$ cat src/rtl/pcl_pkg.sv
package pcl_pkg;

   localparam int INDEX_BITS  = 6;
   localparam int CFG_BITS    = 7;
   localparam int WEIGHT_BITS = 32;

   localparam logic OP_LOAD  = 1'b0;
   localparam logic OP_QUERY = 1'b1;

   typedef struct packed {
      logic wr_en;
      logic capture;
      logic rd_en;
      logic rd_first;
      logic rd_last;
      logic rsp_load;
   } cmd_type;

   typedef struct packed {
      logic scan_done;
   } status_type;

endpackage

$ cat src/rtl/pcl_ctrl.sv
module pcl_ctrl
   import pcl_pkg::*;
#(
   parameter int MAX_SITES = 64,
   parameter int ADDR_W    = 6
) (
   input  logic                  clock,
   input  logic                  reset,
   input  logic                  req_valid,
   output logic                  req_ready,
   input  logic                  req_opcode,
   output logic                  rsp_valid,
   input  logic                  rsp_ready,
   input  logic                  csr_wr_en,
   input  logic [CFG_BITS-1:0]   csr_wr_data,
   input  status_type            status,
   output cmd_type               cmd,
   output logic [ADDR_W-1:0]     rd_addr
);

   typedef enum logic [1:0] {
      IDLE,
      SCAN,
      DRAIN,
      FINISH
   } state_type;

   state_type             state_ff;
   logic [ADDR_W-1:0]     addr_ff;
   logic [ADDR_W-1:0]     last_ff;
   logic [ADDR_W-1:0]     last_in;
   logic                  rsp_valid_ff;
   logic [CFG_BITS-1:0]   sites_ff;
   logic [31:0]           n_wide;
   logic [31:0]           last_wide;
   logic                  accept;
   logic                  out_free;

   assign accept   = req_valid && (state_ff == IDLE) && !reset;
   assign out_free = !rsp_valid_ff || rsp_ready;

   // clamp the site count into one .. MAX_SITES
   always_comb begin
      n_wide = 32'(sites_ff);
      if (n_wide == 32'd0) begin
         n_wide = 32'd1;
      end
      if (n_wide > 32'(MAX_SITES)) begin
         n_wide = 32'(MAX_SITES);
      end
      last_wide = n_wide - 32'd1;
      last_in   = last_wide[ADDR_W-1:0];
   end

   always_comb begin
      cmd          = '0;
      cmd.wr_en    = accept && (req_opcode == OP_LOAD);
      cmd.capture  = accept && (req_opcode == OP_QUERY);
      cmd.rd_en    = (state_ff == SCAN);
      cmd.rd_first = (state_ff == SCAN) && (addr_ff == '0);
      cmd.rd_last  = (state_ff == SCAN) && (addr_ff == last_ff);
      cmd.rsp_load = (state_ff == FINISH) && out_free;
   end

   always_ff @(posedge clock) begin
      if (reset) begin
         state_ff     <= IDLE;
         addr_ff      <= '0;
         last_ff      <= '0;
         rsp_valid_ff <= 1'b0;
         sites_ff     <= CFG_BITS'(1);
      end else begin
         if (csr_wr_en) begin
            sites_ff <= csr_wr_data;
         end
         if (rsp_valid_ff && rsp_ready) begin
            rsp_valid_ff <= 1'b0;
         end
         unique case (state_ff)
            IDLE: begin
               if (accept && (req_opcode == OP_QUERY)) begin
                  addr_ff  <= '0;
                  last_ff  <= last_in;
                  state_ff <= SCAN;
               end
            end
            SCAN: begin
               if (addr_ff == last_ff) begin
                  state_ff <= DRAIN;
               end else begin
                  addr_ff <= addr_ff + ADDR_W'(1);
               end
            end
            DRAIN: begin
               if (status.scan_done) begin
                  state_ff <= FINISH;
               end
            end
            FINISH: begin
               if (out_free) begin
                  rsp_valid_ff <= 1'b1;
                  state_ff     <= IDLE;
               end
            end
            default: state_ff <= IDLE;
         endcase
      end
   end

   assign req_ready = (state_ff == IDLE) && !reset;
   assign rsp_valid = rsp_valid_ff;
   assign rd_addr   = addr_ff;

endmodule

$ cat config.mk
export PLATFORM = sky130hd
export DESIGN_NAME = pcl_ctrl
export DESIGN_NICKNAME = d
export VERILOG_FILES = /design/src/rtl/pcl_pkg.sv /design/src/rtl/pcl_ctrl.sv
export SDC_FILE = /design/constraint.sdc
export NUM_CORES = 1
export LEC_CHECK = 0
export ABC_AREA = 1
export BUFFER_PORTS_ARGS = -buffer_cell sky130_fd_sc_hd__buf_2
export CORE_UTILIZATION = 55
export CTS_BUF_LIST = sky130_fd_sc_hd__clkbuf_4 sky130_fd_sc_hd__clkbuf_8 sky130_fd_sc_hd__clkbuf_16
export CTS_CLUSTER_DIAMETER = 60
export DETAILED_ROUTE_END_ITERATION = 8
export PLACE_DENSITY = 0.8
export SYNTH_ARGS = -nofsm -noshare
export SYNTH_HDL_FRONTEND = slang
export SYNTH_SLANG_ARGS = --single-unit
$ cat constraint.sdc
create_clock -name clock -period 3.4 [get_ports clock]
set_clock_uncertainty 0.05 [all_clocks]
set_input_delay 0 -clock clock [delete_from_list [all_inputs] [get_ports clock]]
set_output_delay 0 -clock clock [all_outputs]
set_load 0.02 [all_outputs]
==> flow_summary.json <==
{
  "ys_seq_elements": 22,
  "slowest_stage": "nor2_2",
  "criticalPathCategory": "reg -> reg",
  "p_leak_nw": 0.811,
  "num_rows": 17,
  "synth_top_family_by_area": "simple AND/OR/NAND/NOR gates",
  "port_buffers": 27,
  "dr.first_iter.drc_count": 44,
  "dp_cells": 248,
  "synth_fp_nets": 219,
  "synth_compound_area_share_pct": 14.6,
  "crit_chain": "inv_1 -> ha_1 -> nand3_2 -> nor2_2 -> inv_2 -> a21oi_1 -> nand2_2 -> nor3_1 -> nor2_1",
  "yosysSeqAreaShare_pct": 32.7,
  "start_util_pct": 59.8,
  "worstPathMaxFanout": 12,
  "nets": 263,
  "ff2ff_setup_slack_ns": 1.34,
  "wl_per_cell_um": 12.8,
  "worst-path-buf-inv": 2,
  "dp_slack_ns": 1.42,
  "postSynthAreaPerCell_um2": 6.84,
  "antenna_found_initial": 1,
  "rsz0062_at_grt": "no",
  "fmax_ghz": 0.486,
  "vias_per_cell": 5.39,
  "drtPass1Iterations": 4,
  "netlist_area_um2": 1350,
  "overflow": 0,
  "clk-insertion-delay-late_ns": 0.31,
  "r2r-start": "state_ff[0]$_SDFFE_PP0P_",
  "fin_crit_ns": 2.06,
  "seqCellArea_um2": 440,
  "final_common_cell": "nand2_1",
  "setup_viol": 0,
  "vdd_ir_drop_max_v": 0.000360,
  "synth_cell_types": 26,
  "finalSetupTns_ns": 0,
  "synthMuxAreaShare_pct": 0,
  "reg2regPathDepth": 9,
  "power_density_nw_per_um2": 497,
  "clock_sinks": 22,
  "area_delta_synth_final_pct": 25.9,
  "num_vias": 1450,
  "endpoint": "state_ff[0]$_SDFFE_PP0P_",
  "dieArea_um2": 2650,
  "grt_max_degree": 14,
  "maxCapViolCount": 0,
  "hpwl_um": 2370,
  "grt_pass1_vias": 1416,
  "required_ns": 3.57,
  "max_stage_delay_ns": 0.36,
  "cts_setup_buffers": 0,
  "die_h_um": 51.5,
  "min_from": "req_opcode",
  "fin_crit_sh_pct": 60.6,
  "fin_ws_ns": 1.34,
  "clockBufferDepth": 2,
  "hp-class": "in -> reg",
  "outcome": "completed",
  "grt_pass1_wl_um": 5820,
  "ys_warn_count": 0,
  "final.fill_count": 190,
  "cpLargestDelayFamily": "simple AND/OR/NAND/NOR gates",
  "multi_input_area_um2": 782,
  "yosys.area_share.simple_pct": 32.8,
  "relSlewSlack_pct": 71.1,
  "synth_fa_ha_area_share_pct": 7.43,
  "hold_viol": 0,
  "yosys.area_share.xor_xnor_pct": 3.25,
  "drv_slew": 0,
  "crit_start": "state_ff[0]$_SDFFE_PP0P_",
  "netlist_instances": 197,
  "ant_nets": 0,
  "cts_tree": "built",
  "crit_cells": 9,
  "cts-htree-levels": 1,
  "ioPinCount": 28,
  "groute.usage.overall_pct": 30.1,
  "core_area_um2": 2250,
  "route.detailed.drc": 0,
  "final_cell_mix": "nand2_1 (42), buf_2 (27), nor2_1 (24), inv_1 (23), dfxtp_1 (22)",
  "cts_made_buffers": 3,
  "tightest_slew_ns": 0.433,
  "setup.worst_path.start_class": "flop",
  "path_clk_slew_ns": 0.12,
  "drt_wl_total_um": 3450,
  "die-width_um": 51.5,
  "drive_gt1_share_pct": 20.0,
  "stdcell_count": 269,
  "routabilityCongestion": 0.840,
  "clock-root-buffer": "clkbuf_4",
  "cp.arrival_ns": 2.22,
  "crit_path_end_kind": "flop",
  "reg2reg_to": "state_ff[0]$_SDFFE_PP0P_"
}
metrics by stage:
stage	area [um2]	hold WS [ns]	power [mW]	utilization, %
2_1_floorplan	1350	0.0298	0.592	-
3_3_place_gp	1500	0.167	0.665	66.4
3_5_place_dp	1500	0.178	0.679	66.4
4_1_cts	1690	0.0525	0.840	75.1
5_1_grt	1700	0.137	0.904	75.2
6_report	1700	0.0776	0.843	75.2
worst min path at each step:
stage | depth (start not counted) | to | slack (ns)
6_report | 4 | last_ff[1]$_SDFFE_PP0P_ | 0.08
5_1_grt | 3 | sites_ff[5]$_SDFFE_PP0P_ | 0.14
4_1_cts | 3 | sites_ff[6]$_SDFFE_PP0P_ | 0.05
3_5_place_dp | 3 | sites_ff[4]$_SDFFE_PP0P_ | 0.18
3_3_place_gp | 3 | sites_ff[0]$_SDFFE_PP1P_ | 0.17
2_1_floorplan | 1 | cmd[5] | 0.03
registers in the layout, indices dropped and copies added, names as in the netlist:
| name | flops |
|---|---|
| last_ff | 6 |
| rd_addr | 6 |
| rsp_valid | 1 |
| sites_ff | 7 |
| state_ff | 2 |
worst reg2reg max path, delay by kind of cell (launching register included):
family / cells / cell delay (ns)
and+or+nand+nor: 5 / 0.78
DFF: 1 / 0.35
buffers and inverters: 2 / 0.27
adders and majority gates: 1 / 0.27
AOI/OAI and AO/OA: 1 / 0.24
cell families after synthesis:
family,count (synthesis)
and+or+nand+nor,93
AOI/OAI and AO/OA,37
buffers and inverters,32
DFF,22
adders and majority gates,8
xor gates and xnor gates,5
final cells by class:
type / count / area share [%]
Sequential cell: 22 / 26.0
Multi-Input combinational cell: 143 / 46.1
Clock buffer: 4 / 2.14
Antenna cell: 1 / 0.147
Tap cell: 28 / 2.06
Inverter: 28 / 6.19
Timing Repair Buffer: 43 / 17.4
synthesized netlist by cell type (all sizes together):
cell | count | share of area [%]
a21oi | 17 | 6.3
buf | 3 | 1.2
clkbuf | 1 | 0.28
dfxtp | 22 | 33
ha | 8 | 7.4
inv | 28 | 7.8
nand2 | 46 | 14
nand3 | 10 | 4.8
nand4 | 7 | 4.4
nor2 | 28 | 9.3
nor3 | 2 | 0.74
o2111ai | 2 | 1.3
o21ai | 16 | 5.9
o21bai | 1 | 0.56
o22ai | 1 | 0.46
xnor2 | 1 | 0.65
xor2 | 4 | 2.6
timing repair:
action | CTS | global route
hold endpoints to repair | 15 | 0
hold buffers | 16 | 0
resized for setup | 0 | 0
power by group:
part	switching (mW)	total, mW	leakage, nW	internal [mW]
combinational	0.248	0.383	0.609	0.135
clock	0.0812	0.147	0.0210	0.0654
sequential	0.0287	0.314	0.180	0.285
total	0.357	0.843	0.811	0.486
layer usage:
| layer | share of wire [%] | routed length (um) | track usage, % |
|---|---|---|---|
| met1 | 43 | 1490 | 33.3 |
| met2 | 48 | 1650 | 53.0 |
| met3 | 4.2 | 145 | 4.68 |
| met4 | 4.6 | 158 | 19.4 |
| met5 | 0 | 0 | 0 |
Note: power is estimated with default switching activity, not from simulation.
