`config.mk`:
```
export PLATFORM = sky130hd
export DESIGN_NAME = pcl_datapath
export DESIGN_NICKNAME = d
export VERILOG_FILES = /design/src/rtl/pcl_pkg.sv /design/src/rtl/pcl_datapath.sv
export SDC_FILE = /design/constraint.sdc
export NUM_CORES = 2
export LEC_CHECK = 0
export BUFFER_PORTS_ARGS = -buffer_cell sky130_fd_sc_hd__buf_2
export CELL_PAD_IN_SITES_DETAIL_PLACEMENT = 1
export CELL_PAD_IN_SITES_GLOBAL_PLACEMENT = 2
export CORE_ASPECT_RATIO = 0.7
export CORE_UTILIZATION = 45
export DETAILED_ROUTE_END_ITERATION = 6
export PLACE_DENSITY_LB_ADDON = 0.1
export SETUP_SLACK_MARGIN = 0.5
export SLEW_MARGIN = 0
export SYNTH_ARGS = -nofsm -noshare
export SYNTH_HDL_FRONTEND = slang
export SYNTH_SLANG_ARGS = --single-unit
export TNS_END_PERCENT = 100
```
`constraint.sdc`:
```
create_clock -name clock -period 8 [get_ports clock]
set_clock_uncertainty 0.2 [all_clocks]
set_input_delay 0.8 -clock clock [delete_from_list [all_inputs] [get_ports clock]]
set_output_delay 0.8 -clock clock [all_outputs]
set_load 0.05 [all_outputs]
```
`src/rtl/pcl_pkg.sv`:
```
package pcl_pkg;

   localparam int INDEX_BITS  = 6;
   localparam int CFG_BITS    = 7;
   localparam int WEIGHT_BITS = 32;

   localparam logic OP_LOAD  = 1'b0;
   localparam logic OP_QUERY = 1'b1;

   typedef struct packed {
      logic wr_en;
      logic capture;
      logic rd_en;
      logic rd_first;
      logic rd_last;
      logic rsp_load;
   } cmd_type;

   typedef struct packed {
      logic scan_done;
   } status_type;

endpackage

```
`src/rtl/pcl_datapath.sv`:
```
module pcl_datapath
   import pcl_pkg::*;
#(
   parameter int MAX_SITES  = 64,
   parameter int COORD_BITS = 16,
   parameter int ADDR_W     = 6
) (
   input  logic                         clock,
   input  logic                         reset,
   input  cmd_type                      cmd,
   input  logic [ADDR_W-1:0]            rd_addr,
   input  logic [INDEX_BITS-1:0]        req_site_index,
   input  logic signed [COORD_BITS-1:0] req_coord_x,
   input  logic signed [COORD_BITS-1:0] req_coord_y,
   input  logic [WEIGHT_BITS-1:0]       req_weight_sq,
   output status_type                   status,
   output logic [INDEX_BITS-1:0]        rsp_cell_index
);

   localparam int CB    = COORD_BITS;
   localparam int ENT_W = 2 * CB + WEIGHT_BITS;
   localparam int SQ_W  = 2 * CB;
   localparam int D_W   = SQ_W + 1;
   localparam int S_W   = ((D_W > WEIGHT_BITS) ? D_W : WEIGHT_BITS) + 1;

   logic [ENT_W-1:0]        mem [MAX_SITES];
   logic [31:0]             wr_wide;
   logic                    wr_ok;

   logic signed [CB-1:0]    qx_ff, qy_ff;

   logic                    v1_ff, first1_ff, last1_ff;
   logic [ADDR_W-1:0]       idx1_ff;
   logic [ENT_W-1:0]        ent1_ff;

   logic                    v2_ff, first2_ff, last2_ff;
   logic [ADDR_W-1:0]       idx2_ff;
   logic [CB-1:0]           adx2_ff, ady2_ff;
   logic [WEIGHT_BITS-1:0]  w2_ff;

   logic                    v3_ff, first3_ff, last3_ff;
   logic [ADDR_W-1:0]       idx3_ff;
   logic [SQ_W-1:0]         sqx3_ff, sqy3_ff;
   logic [WEIGHT_BITS-1:0]  w3_ff;

   logic                    v4_ff, first4_ff, last4_ff;
   logic [ADDR_W-1:0]       idx4_ff;
   logic [D_W-1:0]          d4_ff;
   logic [WEIGHT_BITS-1:0]  w4_ff;

   logic [D_W-1:0]          best_d_ff;
   logic [WEIGHT_BITS-1:0]  best_w_ff;
   logic [ADDR_W-1:0]       best_idx_ff;
   logic [INDEX_BITS-1:0]   rsp_cell_ff;

   logic signed [CB:0]      dx, dy;
   logic [CB-1:0]           adx, ady;
   logic signed [CB-1:0]    ex, ey;
   logic [S_W-1:0]          lhs, rhs;
   logic                    take;
   logic [31:0]             best_wide;

   assign wr_wide = 32'(req_site_index);
   assign wr_ok   = wr_wide < 32'(MAX_SITES);

   always_ff @(posedge clock) begin
      if (cmd.wr_en && wr_ok) begin
         mem[wr_wide[ADDR_W-1:0]] <= {req_coord_x, req_coord_y, req_weight_sq};
      end
      if (cmd.rd_en) begin
         ent1_ff <= mem[rd_addr];
      end
   end

   // absolute coordinate differences
   always_comb begin
      ex  = ent1_ff[ENT_W-1 -: CB];
      ey  = ent1_ff[ENT_W-CB-1 -: CB];
      dx  = {qx_ff[CB-1], qx_ff} - {ex[CB-1], ex};
      dy  = {qy_ff[CB-1], qy_ff} - {ey[CB-1], ey};
      adx = dx[CB] ? CB'(-dx) : CB'(dx);
      ady = dy[CB] ? CB'(-dy) : CB'(dy);
   end

   // d + w_best < d_best + w compares power distances without going negative
   always_comb begin
      lhs  = S_W'(d4_ff) + S_W'(best_w_ff);
      rhs  = S_W'(best_d_ff) + S_W'(w4_ff);
      take = v4_ff && (first4_ff || (lhs < rhs));
   end

   always_ff @(posedge clock) begin
      if (reset) begin
         v1_ff <= 1'b0;
         v2_ff <= 1'b0;
         v3_ff <= 1'b0;
         v4_ff <= 1'b0;
      end else begin
         v1_ff <= cmd.rd_en;
         v2_ff <= v1_ff;
         v3_ff <= v2_ff;
         v4_ff <= v3_ff;
      end
   end

   always_ff @(posedge clock) begin
      if (cmd.capture) begin
         qx_ff <= req_coord_x;
         qy_ff <= req_coord_y;
      end
      first1_ff <= cmd.rd_first;
      last1_ff  <= cmd.rd_last;
      idx1_ff   <= rd_addr;

      first2_ff <= first1_ff;
      last2_ff  <= last1_ff;
      idx2_ff   <= idx1_ff;
      adx2_ff   <= adx;
      ady2_ff   <= ady;
      w2_ff     <= ent1_ff[WEIGHT_BITS-1:0];

      first3_ff <= first2_ff;
      last3_ff  <= last2_ff;
      idx3_ff   <= idx2_ff;
      sqx3_ff   <= SQ_W'(adx2_ff) * SQ_W'(adx2_ff);
      sqy3_ff   <= SQ_W'(ady2_ff) * SQ_W'(ady2_ff);
      w3_ff     <= w2_ff;

      first4_ff <= first3_ff;
      last4_ff  <= last3_ff;
      idx4_ff   <= idx3_ff;
      d4_ff     <= D_W'(sqx3_ff) + D_W'(sqy3_ff);
      w4_ff     <= w3_ff;

      if (take) begin
         best_d_ff   <= d4_ff;
         best_w_ff   <= w4_ff;
         best_idx_ff <= idx4_ff;
      end
      if (cmd.rsp_load) begin
         rsp_cell_ff <= best_wide[INDEX_BITS-1:0];
      end
   end

   assign best_wide        = 32'(best_idx_ff);
   assign status.scan_done = v4_ff && last4_ff;
   assign rsp_cell_index   = rsp_cell_ff;

endmodule

```
==> flow_summary_export.csv <==
group,metric,value,unit
placement,placed_cells,14400,
floorplan,rows,197,
clocking,ctsHtreeMaxLevel,5,
logic_synthesis,postSynth.asyncResetShare,0,%
logic_synthesis,yosysTopAreaCell,"edfxtp_1",
route,vias,94000,
logic_synthesis,ys_top_cells_by_area,"edfxtp_1 (69%), mux4_2 (16%), fa_1 (3.5%)",
sta,rsz0062_at_grt,"no",
floorplan,start_util,45.4,%
clocking,numCtsBuffers,432,
placement,dp_hpwl,312000,um
sta,hold_violations,0,
sta,slew_headroom,13.4,%
clocking,post_cts_buffers,0,
min_path,min_from,"rd_addr[0]",
route,drtAntennaViolNets,0,
finish,stdcell_count,15300,
finish,syn_to_final_growth,12.3,%
logic_synthesis,synth_compound_area_share,1.83,%
placement,routabilityCongestion,0.791,
setup_path,startpoint_type,"flop",
sta,fmax,140,MHz
min_path,hold_depth,1,
grt,grt_pass1_wl,780000,um
grt,grt_max_degree,103,
logic_synthesis,avgSynthCellArea,20.8,um2
setup_path,setup.worst_path.end_class,"flop",
min_path,min_path_type,"in2reg",
logic_synthesis,yosys.area.top_type_share,68.5,%
clocking,clk_pin_slew,0.06,ns
logic_synthesis,ys_warn_count,0,
logic_synthesis,synthCells,8991,
logic_synthesis,synth.ff_latch_count,4528,
route,avgViaCountPerCell,6.15,
logic_synthesis,ys_seq_area_share,71.3,%
floorplan,die_h,542,um
floorplan,dieWidth,773,um
floorplan,dieArea,418000,um2
sta,tightest_slew,1.30,ns
logic_synthesis,synth_top_flop_cell,"edfxtp_1",
setup_path,worstSetupPathType,"reg2reg",
route,post_drt_wl_per_cell,37.0,um
route,drc,0,
setup_path,r2r_start,"adx2_ff[3]",
setup_path,worstPathArrival,7.83,ns
logic_synthesis,synth_most_common_cell,"edfxtp_1",
finish,layout.nets,10200,
sta,final.min_clock_period,7.14,ns
placement,port_buffers,90,
sta,fin_setup_tns,0,ns
sta,slew_viol_final,0,
route,dr.pass1.iters,5,
clocking,clk_latency,1.03,ns
route,drt_iter0_markers,11400,
logic_synthesis,syn_area,187000,um2
clocking,cts_tree,"built",
floorplan,ios,91,
logic_synthesis,synthAdderAreaFrac,5.94,%
clocking,root_buffer,"clkbuf_16",
grt,antenna_found_initial,73,
sta,setup_viol,0,
sta,whs,0.104,ns
clocking,clockBufferDepth,4,
floorplan,core_area,413000,um2
route,wirelength,564000,um
setup_path,crit_start,"adx2_ff[3]",
logic_synthesis,synth_mux_area_share,16.2,%
sta,period_share,89.2,%
logic_synthesis,ys_types,74,
finish,final_layout_size_suffix_gt1_share,24.5,%
logic_synthesis,synth_xor_area_share,0.885,%
logic_synthesis,ys_top_cells_by_count,"edfxtp_1 (4,269), mux4_2 (1,344), inv_1 (583), ha_1 (364), fa_1 (328)",
run_status,status,"complete, no violations",
grt,grt_overflow,0,
logic_synthesis,synth_simple_gate_area_share,1.97,%
logic_synthesis,syn-num-nets,9767,
grt,track_usage,26.9,%
logic_synthesis,synth_edf_count,4269,
clocking,cts.sinks,4528,
setup_path,reg2regPathDepth,24,
run,cap_violations,0,
setup_path,critPathMaxFanout,10,
finish,fillCellCount,36300,
setup_path,crit_required,8.69,ns
grt,first_global_vias,95800,
logic_synthesis,synth_top_family_by_area,"multiplexers",
path summary, 6_finish.rpt:
kind	slack [ns]	end
worst max-delay path	0.86	sqx3_ff[28]
worst max register to register	0.86	sqx3_ff[28]
worst min register to register	0.12	w3_ff[15]
worst min-delay path	0.10	idx1_ff[0]
metal layers:
layer	global-route usage, %	up-vias	part of all wire, %
li1	-	37100	-
met1	40.7	51900	44
met2	41.3	4153	46
met3	5.23	708	8.6
met4	5.40	34	2.0
met5	0	-	0.068
layout by cell type (no fill, tap or decap), types with 13 or more instances in the layout:
master | netlist | routed
edfxtp_1 | 4269 | 4269
mux4_2 | 1344 | 1344
inv_1 | 583 | 583
clkbuf_16 | 0 | 440
ha_1 | 364 | 364
fa_1 | 328 | 328
dfxtp_1 | 259 | 257
nand2_1 | 230 | 230
buf_4 | 0 | 174
a21oi_1 | 158 | 156
xnor2_1 | 132 | 132
nor2_1 | 181 | 119
and2_1 | 93 | 93
o21ai_0 | 91 | 89
clkinv_2 | 0 | 89
clkinv_1 | 0 | 87
clkbuf_1 | 288 | 83
buf_2 | 3 | 83
a21o_1 | 74 | 74
nor2_4 | 0 | 62
xor2_1 | 57 | 57
buf_12 | 0 | 53
nand3_1 | 48 | 48
diode_2 | 0 | 47
nor2b_1 | 38 | 38
nand2b_1 | 33 | 33
bufinv_16 | 0 | 32
o21bai_1 | 31 | 31
nor3_1 | 33 | 29
o21a_1 | 25 | 25
and3_1 | 23 | 23
a31oi_1 | 23 | 23
clkinvlp_4 | 0 | 20
clkbuf_8 | 0 | 20
a211oi_1 | 17 | 17
nand4_1 | 14 | 14
nand3b_1 | 14 | 14
o31ai_1 | 14 | 13
worst max-delay path, stage by stage, from the launching register on:
cell and delay, ns:
dfxtp_1 0.43, inv_1 0.21, nor2_1 0.11, fa_1 0.52
inv_1 0.06, fa_1 0.52, inv_1 0.05, fa_1 0.50
inv_1 0.05, fa_1 0.54, inv_1 0.05, fa_1 0.48
inv_1 0.05, fa_1 0.47, inv_1 0.04, ha_1 0.34
nand3_1 0.16, nor2_1 0.09, a221o_1 0.38, a311o_1 0.35
a21oi_2 0.23, o211ai_1 0.29, a41o_1 0.36, or4b_1 0.47
nand3_1 0.11
registers in the layout, indices dropped and copies added, names as in the netlist, 6 cells and up:
name,count
qx_ff,16
sqx3_ff,31
qy_ff,16
d4_ff,33
rsp_cell_index,6
idx2_ff,6
w2_ff,32
sqy3_ff,31
w4_ff,32
idx3_ff,6
ady2_ff,16
best_d_ff,33
idx1_ff,6
idx4_ff,6
best_w_ff,32
best_idx_ff,6
w3_ff,32
adx2_ff,16
ent1_ff,64
mem,4096
logic make-up (layout without fill, tap and decap cells):
kind of cell,after synthesis,count (layout)
xor gates and xnor gates,189,189
other,0,47
buffers and inverters,950,1711
muxes,1348,1348
AOI/OAI and AO/OA,527,527
DFF,4528,4528
adders and majority gates,692,692
and+or+nand+nor,757,757
what timing repair did:
action | in CTS | in global routing
endpoints found under the setup margin | 0 | 7
hold buffers | 6 | 0
resized for setup | 0 | 5
hold endpoints to repair | 14 | 0
metrics by stage:
step	setup WS, ns	area, um2	util, %
finish	0.864	210000	50.9
global route	0.492	210000	50.9
CTS	0.523	210000	50.9
detailed placement	0.550	196000	47.5
global placement	0.417	196000	47.5
floorplan	1.37	187000	-
cell type report:
class / instances / area (um2) / area share (%)
Antenna cell: 47 / 118 / 0.0560
Clock buffer: 542 / 11600 / 5.51
Clock inverter: 264 / 2430 / 1.16
Inverter: 583 / 2190 / 1.04
Multi-Input combinational cell: 3513 / 50700 / 24.1
Sequential cell: 4528 / 133000 / 63.5
Tap cell: 5472 / 6850 / 3.26
Timing Repair Buffer: 322 / 2920 / 1.39
Power is left out: the tool's default activity adds up to more than one toggle a clock period on the data nets, which glitch-free logic cannot reach.
